===== src/brl_pkg.sv =====
// Shared constants for the bounded random draw block.
// No dependencies.
package brl_pkg;

  localparam int unsigned WordW = 32;
  localparam int unsigned ValueW = 31;

  localparam logic [WordW-1:0] LCG_MUL       = 32'h5d58_8b65;
  localparam logic [WordW-1:0] FULL_SCALE    = 32'hffff_ffff;
  localparam logic [ValueW-1:0] ONE_RANGE    = 31'd1000;
  localparam logic [WordW-1:0] ONE_SPLIT     = 32'd500;
  localparam logic [ValueW-1:0] HUNDRED_RANGE = 31'd1009;
  localparam logic [WordW-1:0] HUNDRED_DIV   = 32'd10;
  localparam logic [ValueW-1:0] VALUE_MAX    = 31'h7fff_ffff;

endpackage


===== src/bounded_random_rejection_lcg_top.sv =====
// Top level of the bounded random draw: sequencer around the serial LCG and divider.
// Depends on brl_pkg, brl_lcg, brl_div.
//
//  channel | dir | word                      | accepted when
//  s_*     | in  | tdata[31:0] max_value     | s_tvalid & s_tready
//  m_*     | out | tdata[30:0] value, [31]=0 | m_tvalid & m_tready
//
// One word at a time; s_tready is high only while the sequencer is idle.
// Bound zero goes straight to the output register. Otherwise a scale divide, then
// per trial a serial LCG step and a serial divide, plus a divide by ten for bound 100,
// and the word is then handed to the output register.
// rst is synchronous, clears the seed to zero and m_tvalid, and returns the sequencer to idle.
// A result waiting in the output register does not block the next input word.
module bounded_random_rejection_lcg_top import brl_pkg::*; (
  input  logic        clk,
  input  logic        rst,
  input  logic        s_tvalid,
  output logic        s_tready,
  input  logic [31:0] s_tdata,   // [31:0] max_value (signed)
  output logic        m_tvalid,
  input  logic        m_tready,
  output logic [31:0] m_tdata    // [30:0] value, [31] zero
);

  typedef enum logic [2:0] {
    S_IDLE, S_DIVD, S_STEP, S_DIVR, S_DIV10, S_OUT
  } state_t;

  typedef enum logic [1:0] {
    M_PLAIN, M_ONE, M_HUNDRED
  } mode_t;

  state_t            state;
  mode_t             mode;
  logic [ValueW-1:0] bound;
  logic [WordW-1:0]  d;
  logic [ValueW-1:0] v;
  logic              lcg_start;
  logic              lcg_done;
  logic [WordW-1:0]  seed;
  logic              div_start;
  logic              div_done;
  logic [WordW-1:0]  div_a;
  logic [WordW-1:0]  div_b;
  logic [WordW-1:0]  quo;
  logic              reject;

  logic [WordW-1:0]  neg;
  logic [ValueW-1:0] mag;

  assign neg = ~s_tdata + 32'd1;

  always_comb begin
    if (!s_tdata[31]) begin
      mag = s_tdata[ValueW-1:0];
    end else if (s_tdata == 32'h8000_0000) begin
      mag = VALUE_MAX;
    end else begin
      mag = neg[ValueW-1:0];
    end
  end

  assign s_tready = (state == S_IDLE);
  assign reject   = (quo > {1'b0, bound});

  brl_lcg u_lcg (
    .clk   (clk),
    .rst   (rst),
    .start (lcg_start),
    .done  (lcg_done),
    .seed  (seed)
  );

  brl_div u_div (
    .clk      (clk),
    .rst      (rst),
    .start    (div_start),
    .dividend (div_a),
    .divisor  (div_b),
    .done     (div_done),
    .quotient (quo)
  );

  always_ff @(posedge clk) begin
    if (rst) begin
      state     <= S_IDLE;
      m_tvalid  <= 1'b0;
      lcg_start <= 1'b0;
      div_start <= 1'b0;
    end else begin
      if (state == S_OUT && (!m_tvalid || m_tready)) begin
        m_tvalid <= 1'b1;
      end else if (m_tvalid && m_tready) begin
        m_tvalid <= 1'b0;
      end
      case (state)
        S_IDLE: begin
          lcg_start <= 1'b0;
          div_start <= s_tvalid && (mag != '0);
          if (s_tvalid) begin
            if (mag == '0) begin
              v     <= '0;
              state <= S_OUT;
            end else begin
              if (mag == 31'd1) begin
                mode  <= M_ONE;
                bound <= ONE_RANGE;
                div_b <= {1'b0, ONE_RANGE} + 32'd1;
              end else if (mag == 31'd100) begin
                mode  <= M_HUNDRED;
                bound <= HUNDRED_RANGE;
                div_b <= {1'b0, HUNDRED_RANGE} + 32'd1;
              end else begin
                mode  <= M_PLAIN;
                bound <= mag;
                div_b <= {1'b0, mag} + 32'd1;
              end
              div_a <= FULL_SCALE;
              state <= S_DIVD;
            end
          end
        end
        S_DIVD: begin
          lcg_start <= div_done;
          div_start <= 1'b0;
          if (div_done) begin
            d     <= (quo == '0) ? 32'd1 : quo;
            state <= S_STEP;
          end
        end
        S_STEP: begin
          lcg_start <= 1'b0;
          div_start <= lcg_done;
          if (lcg_done) begin
            div_a <= seed;
            div_b <= d;
            state <= S_DIVR;
          end
        end
        S_DIVR: begin
          lcg_start <= div_done && reject;
          div_start <= div_done && !reject && (mode == M_HUNDRED);
          if (div_done) begin
            if (reject) begin
              state <= S_STEP;
            end else begin
              case (mode)
                M_ONE: begin
                  v     <= {{(ValueW-1){1'b0}}, (quo > ONE_SPLIT)};
                  state <= S_OUT;
                end
                M_HUNDRED: begin
                  div_a <= quo;
                  div_b <= HUNDRED_DIV;
                  state <= S_DIV10;
                end
                default: begin
                  v     <= quo[ValueW-1:0];
                  state <= S_OUT;
                end
              endcase
            end
          end
        end
        S_DIV10: begin
          lcg_start <= 1'b0;
          div_start <= 1'b0;
          if (div_done) begin
            v     <= quo[ValueW-1:0];
            state <= S_OUT;
          end
        end
        S_OUT: begin
          lcg_start <= 1'b0;
          div_start <= 1'b0;
          if (!m_tvalid || m_tready) begin
            m_tdata <= {1'b0, v};
            state   <= S_IDLE;
          end
        end
        default: begin
          lcg_start <= 1'b0;
          div_start <= 1'b0;
          state     <= S_IDLE;
        end
      endcase
    end
  end

endmodule


===== src/brl_lcg.sv =====
// Seed register and bit-serial LCG step: seed <= seed * LCG_MUL + 1, one multiplier bit a cycle.
// Depends on brl_pkg.
module brl_lcg import brl_pkg::*; (
  input  logic             clk,
  input  logic             rst,
  input  logic             start,
  output logic             done,
  output logic [WordW-1:0] seed
);

  logic [WordW-1:0] acc;
  logic [WordW-1:0] mcand;
  logic [WordW-1:0] mplier;
  logic [4:0]       cnt;
  logic             busy;
  logic [WordW-1:0] acc_next;

  assign acc_next = mplier[0] ? acc + mcand : acc;

  always_ff @(posedge clk) begin
    if (rst) begin
      busy <= 1'b0;
      cnt  <= '0;
      seed <= '0;
      done <= 1'b0;
    end else if (start) begin
      busy   <= 1'b1;
      cnt    <= '0;
      acc    <= {{(WordW-1){1'b0}}, 1'b1};
      mcand  <= LCG_MUL;
      mplier <= seed;
      done   <= 1'b0;
    end else if (busy) begin
      acc    <= acc_next;
      mcand  <= {mcand[WordW-2:0], 1'b0};
      mplier <= {1'b0, mplier[WordW-1:1]};
      cnt    <= cnt + 5'd1;
      done   <= (cnt == 5'd31);
      if (cnt == 5'd31) begin
        busy <= 1'b0;
        seed <= acc_next;
      end
    end else begin
      done <= 1'b0;
    end
  end

endmodule


===== src/brl_div.sv =====
// Restoring radix-2 divider, one quotient bit a cycle.
// Depends on brl_pkg.
module brl_div import brl_pkg::*; (
  input  logic             clk,
  input  logic             rst,
  input  logic             start,
  input  logic [WordW-1:0] dividend,
  input  logic [WordW-1:0] divisor,
  output logic             done,
  output logic [WordW-1:0] quotient
);

  logic [WordW-1:0] rem;
  logic [WordW-1:0] dvs;
  logic [4:0]       cnt;
  logic             busy;
  logic [WordW:0]   trial;
  logic [WordW:0]   diff;

  assign trial = {rem, quotient[WordW-1]};
  assign diff  = trial - {1'b0, dvs};

  always_ff @(posedge clk) begin
    if (rst) begin
      busy <= 1'b0;
      cnt  <= '0;
      done <= 1'b0;
    end else if (start) begin
      busy     <= 1'b1;
      cnt      <= '0;
      rem      <= '0;
      dvs      <= divisor;
      quotient <= dividend;
      done     <= 1'b0;
    end else if (busy) begin
      if (!diff[WordW]) begin
        rem <= diff[WordW-1:0];
      end else begin
        rem <= trial[WordW-1:0];
      end
      quotient <= {quotient[WordW-2:0], ~diff[WordW]};
      cnt      <= cnt + 5'd1;
      done     <= (cnt == 5'd31);
      if (cnt == 5'd31) begin
        busy <= 1'b0;
      end
    end else begin
      done <= 1'b0;
    end
  end

endmodule


===== config.mk =====
export PLATFORM = sky130hd
export DESIGN_NAME = bounded_random_rejection_lcg_top
export DESIGN_NICKNAME = d
export VERILOG_FILES = /design/src/brl_pkg.sv /design/src/bounded_random_rejection_lcg_top.sv /design/src/brl_lcg.sv /design/src/brl_div.sv
export SDC_FILE = /design/constraint.sdc
export NUM_CORES = 1
export LEC_CHECK = 0
export ABC_AREA = 1
export BUFFER_PORTS_ARGS = -buffer_cell sky130_fd_sc_hd__buf_2
export CAP_MARGIN = 0
export CORE_ASPECT_RATIO = 2
export CORE_MARGIN = 4
export CORE_UTILIZATION = 35
export CTS_CLUSTER_SIZE = 40
export DETAILED_ROUTE_END_ITERATION = 7
export HOLD_SLACK_MARGIN = 0.08
export PLACE_DENSITY_LB_ADDON = 0.3
export SYNTH_ARGS = -nofsm -noshare
export SYNTH_HDL_FRONTEND = slang
export SYNTH_SLANG_ARGS = --single-unit

===== constraint.sdc =====
create_clock -name clk -period 8.89 [get_ports clk]
set_clock_uncertainty 0.15 [all_clocks]
set_input_delay 1.778 -clock clk [delete_from_list [all_inputs] [get_ports clk]]
set_output_delay 1.778 -clock clk [all_outputs]
set_load 0.02 [all_outputs]

After elaboration in Yosys (flattened, before gate mapping)

Index checks and enable logic that the tools add are counted.

Register bits: 435
Input bits: 36
Output and inout port bits: 34

Add/sub/neg operators: 6
Magnitude comparators: 2
Equal/unequal tests: 23
Mux-type cells: 56
Bitwise gates (word level): 7
Reduce and logical (&&, ||, !) cells: 33

Operator list:

| cell                    | number |
|---|---|
| $mux W32                | 23 |
| $mux W31                | 7 |
| $pmux W32 S3            | 2 |
| $pmux W31 S3            | 1 |
| $pmux W31 S2            | 1 |
| $sub A33 B32 Y33        | 1 |
| $add A31 B1 Y32 const B | 1 |
| $add A32 B32 Y32        | 1 |
| $eq A32 B32 Y1 const B  | 1 |
| $gt A32 B31 Y1          | 1 |
| $gt A32 B9 Y1 const B   | 1 |
| $logic_not A32 Y1       | 1 |
| $add A31 B1 Y31 const B | 1 |
| $eq A31 B1 Y1 const B   | 1 |
| $eq A31 B7 Y1 const B   | 1 |
| $logic_not A31 Y1       | 1 |
| $not A31 Y31            | 1 |
| $reduce_bool A31 Y1     | 1 |
| $mux W3                 | 8 |
| $pmux W3 S6             | 1 |
| $reduce_and A8 Y1       | 2 |
| $ne A2 B1 Y1 const B    | 6 |
| $add A5 B1 Y5 const B   | 2 |
| $eq A5 B5 Y1 const B    | 2 |
| 24 further kinds        | 59 |

Depth between registers and ports, before layout

Depth after elaboration: 10
Depth in mapped cells: 20
Gate-level depth less buffers: 19

By module

From an unflattened synthesis, not the netlist that was laid out.

Cell total of the unflattened synthesis: 3169
Area total of the unflattened synthesis: 25479.4 µm²

Modules (own cells, without submodules):

| module                           | instances | cells each | area an instance (µm²) | sequential area each (µm²) |
|---|---|---|---|---|
| bounded_random_rejection_lcg_top | 1         | 1187       | 10725.3                | 5855.6 |
| brl_lcg                          | 1         | 1026       | 7856.3                 | 3663.5 |
| brl_div                          | 1         | 956        | 6897.9                 | 3022.9 |

Least setup slack after synthesis

Ideal clock, no wire load.

Path kind: input-to-reg
Start point: input s_tdata[1]
End point: register div_a[0] (enable)
Library setup time: 0.565 ns
Arrival: 7.882 ns
Slack: 0.293 ns
Stages: 17
Path buffers: 2
Cell sequence: inv_1 -> ha_1 -> nand4_1 -> nor2_1 -> nand4_4 -> buf_6 -> buf_6 -> nand2_1 -> o21ai_0 -> ha_1 -> inv_1 -> nor3_1 -> nand2_1 -> nor2_1 -> nand4_1 -> nand2_1 -> nor3_1

Word-level cells in the longest chain between the ends: 7
Elaborated cells between the ends (all ways): 8

RTL lines:

| item                                 | RTL line                                | source |
|---|---|---|
| from (decl)                          | bounded_random_rejection_lcg_top.sv:19  | `input logic [31:0] s_tdata,` |
| $not A31 Y31                         | bounded_random_rejection_lcg_top.sv:51  | `assign neg = ~s_tdata + 32'd1;` |
| $add A31 B1 Y31                      | bounded_random_rejection_lcg_top.sv:51  |  |
| $mux W31                             | bounded_random_rejection_lcg_top.sv:56  | `end else if (s_tdata == 32'h8000_0000) begin` |
| $mux W31 *                           | bounded_random_rejection_lcg_top.sv:54  | `if (!s_tdata[31]) begin` |
| $logic_not A31 Y1 *                  | bounded_random_rejection_lcg_top.sv:101 | `if (mag == '0) begin` |
| $ne A2 B2 Y1 (no source line) *      | n/a                                     |  |
| $reduce_and A8 Y1 (no source line) * | n/a                                     |  |
| to (signal assigned)                 | bounded_random_rejection_lcg_top.sv:153 | `div_a <= quo;` |
| to (decl)                            | bounded_random_rejection_lcg_top.sv:43  | `logic [WordW-1:0] div_a;` |

Every way passes the cells marked *; elsewhere a longest branch is shown, timed or not.
A chain may end at the register's enable or synchronous reset.

Final worst setup path

Start point: input s_tdata[31]
End point: register div_a[27] (enable)

Word-level cells in the longest chain between the ends: 6

RTL lines:

| item                                 | RTL line |
|---|---|
| $eq A32 B32 Y1                       | bounded_random_rejection_lcg_top.sv:56 |
| $mux W31                             | bounded_random_rejection_lcg_top.sv:56 |
| $mux W31 *                           | bounded_random_rejection_lcg_top.sv:54 |
| $logic_not A31 Y1 *                  | bounded_random_rejection_lcg_top.sv:101 |
| $ne A2 B2 Y1 (no source line) *      | n/a |
| $reduce_and A8 Y1 (no source line) * | n/a |

Marks and branches as above.

==> results.ini <==
[outcome]
outcome=finished, final reports clean

[setup_path]
cp_max_fo=57
endpoint_kind=register
critPathKind=in -> reg
start_kind=primary input
worstPathArrival_ps=5530
required_ps=8960

[yosys]
synth_edf_count=383
synthesis.area_mm2=0.0238
synth-async-reset-ratio=0
syn_inst=2680
syn_area_per_cell_um2=8.88
yosysMostFrequentCell=nand2_1
netlist_top_cells_count=nand2_1 (585), edfxtp_1 (383), inv_1 (353)
synthTopCellsByArea=edfxtp_1 (48%), nand2_1 (9.2%), inv_1 (5.6%)
yosys_warnings=0
yosys_most_used_dff=edfxtp_1
synth.distinct_cells=53
ys_seq_area_frac=0.527
yosysTopAreaCell=edfxtp_1
synth_nets=2820
netlist.area_leader.share=0.483
ys_ff_latch=435

[clocking]
hold_buffers=0
cts_post_setup_buffers_inserted=0
cts_buffer_depth=3
cts_root_buf=clkbuf_16
insertion_delay_ps=560
cts_sinks=435
path_clk_slew_ps=70
numCtsBuffers=41
cts-resized-gates=0
ctsHtreeMaxLevel=2
tritoncts=done

[sta]
postLayoutSetupSlackWorst_ps=3430
finalCriticalPeriod_ps=5460
final_max_slew_viol_count=0
fmax_ghz=0.183
setup_tns_ps=0
hold_ws_ps=260
hold_violations=0
relSlewSlack=0.260
setup_violations=0
worst_pin_slew_ps=1110
finalCritPeriodShare=0.614
rsz0062_at_grt=false

[layout]
synthToLayoutAreaGrowth_pct=11.0
drive_gt1_frac=0.0934
utilization=0.391
fin_nets=2847
final_cell_area_mm2=0.0264

[floorplan]
core-area_mm2=0.0676
io_pins=70
floorplan.initialDensity=0.352
rows=135
die_w_um=192
die-area_mm2=0.0725
die_h_um=377

[detailed_routing]
wl_per_cell_um=19.1
drtPass1Iterations=6
routed_wl_mm=69.4
drtIter0Drc=1140
ant_nets=0
vias=18100
viasPerCell=4.98
drc=0

[power_and_ir_drop]
p_int_w=0.00430
p_clk_frac=0.284
power_per_cell_area_mw_per_mm2=249
power_frac_seq=0.439
p_switching_w=0.00226
power_frac_comb=0.278
peakVddDrop_v=0.000141
p_sw_frac=0.345
p_leak_nw=10.9

[global_route]
grt_max_degree=67
grt_pass1_vias=18300
grt_pass1_wl_mm=104
antenna_found_initial=4
grt-ovfl-total=0
grtUsageTotal=0.188

[placement]
place_congestion=0.968
place_area_mm2=0.0250
hpwl_mm=53.1
pre_cts_slack_ps=2880
port-buffer-count=68

[worst_hold_path]
hold_class=reg -> reg

[run]
maxCapViolations=0

-- cell families after synthesis --
| kind of cell | count (synthesis) | share of synthesized area |
|---|---|---|
| buf+inv | 469 | 0.0766 |
| xor+xnor | 63 | 0.0232 |
| other cells | 1 | 0.000158 |
| mux | 1 | 0.000421 |
| compound gates | 419 | 0.100 |
| fa+ha+maj | 104 | 0.0553 |
| simple gates | 1188 | 0.217 |
| flops | 435 | 0.527 |
-- area by class of cell --
class	count	area [um2]
fillers	6836	41100
flip-flops and latches	435	12500
multi-input cells	1776	9490
inverters	365	1370
clock buffers	57	1160
well taps	890	1110
repair buffers	88	503
clock inverters	19	240
diodes	1	2.50
-- power by group through the flow --
stage	logic, W	registers (W)	clock network (W)
2_1_floorplan	0.00131	0.00283	0
6_report	0.00182	0.00288	0.00186
5_1_grt	0.00206	0.00289	0.00198
3_3_place_gp	0.00182	0.00292	0
4_1_cts	0.00184	0.00288	0.00191
3_5_place_dp	0.00184	0.00292	0
-- critical path, stage by stage --
cell     delay (ps)
buf_2           520
inv_4           170
nor2_4          140
nand2_2          70
nor2_4          120
nand4_4         510
nand2_1         190
o21ai_0         190
ha_1            270
inv_1            70
nor3_1           50
nand2_1          70
nor2_1           60
nand4_1         120
nand2_1         100
nor3_2          610
buf_12          360
-- registers in the layout (all words and copies together), names as in the netlist, 32 cells and up --
signal	cells
d	32
div_a	32
div_b	32
u_div.dvs	32
u_div.quotient	32
u_div.rem	32
u_lcg.acc	32
u_lcg.mcand	32
u_lcg.mplier	32
u_lcg.seed	32
-- metrics by stage --
stage	total power [W]	instances
2_1_floorplan	0.00413	2680
3_3_place_gp	0.00474	3554
3_5_place_dp	0.00476	3554
4_1_cts	0.00664	3630
5_1_grt	0.00693	3630
6_report	0.00657	3631
-- layout by cell type, fill, tap and decap left out, drive strengths merged, types with 7 or more instances in the layout --
cell type / instances
a21boi: 7
a21o: 14
a21oi: 128
a22oi: 31
a31oi: 16
buf: 88
clkbuf: 57
clkinv: 9
dfxtp: 52
edfxtp: 383
ha: 102
inv: 367
nand2: 601
nand3: 140
nand3b: 12
nand4: 21
nor2: 326
nor3: 44
nor4: 15
o211ai: 19
o21ai: 175
o21bai: 14
or2: 25
xnor2: 19
xor2: 44
-- path summary, 6_finish.rpt --
kind | startpoint | to | slack, ps | depth (start not counted)
worst max-delay path | s_tdata[31] | div_a[27] | 3430 | 17
worst min-delay path | div_b[3] | u_div.dvs[3] | 260 | 0
worst max register to register | u_div.quotient[31] | u_div.rem[23] | 4790 | 15
worst min register to register | div_b[3] | u_div.dvs[3] | 260 | 0
-- routing by layer --
layer	vias up	global-route usage	routed length [um]
met5	-	0	0
li1	8987	-	-
met1	8468	0.176	23300
met4	0	0.130	5800
met2	415	0.371	38400
met3	210	0.0188	1910
(Power assumes the default switching activity.)
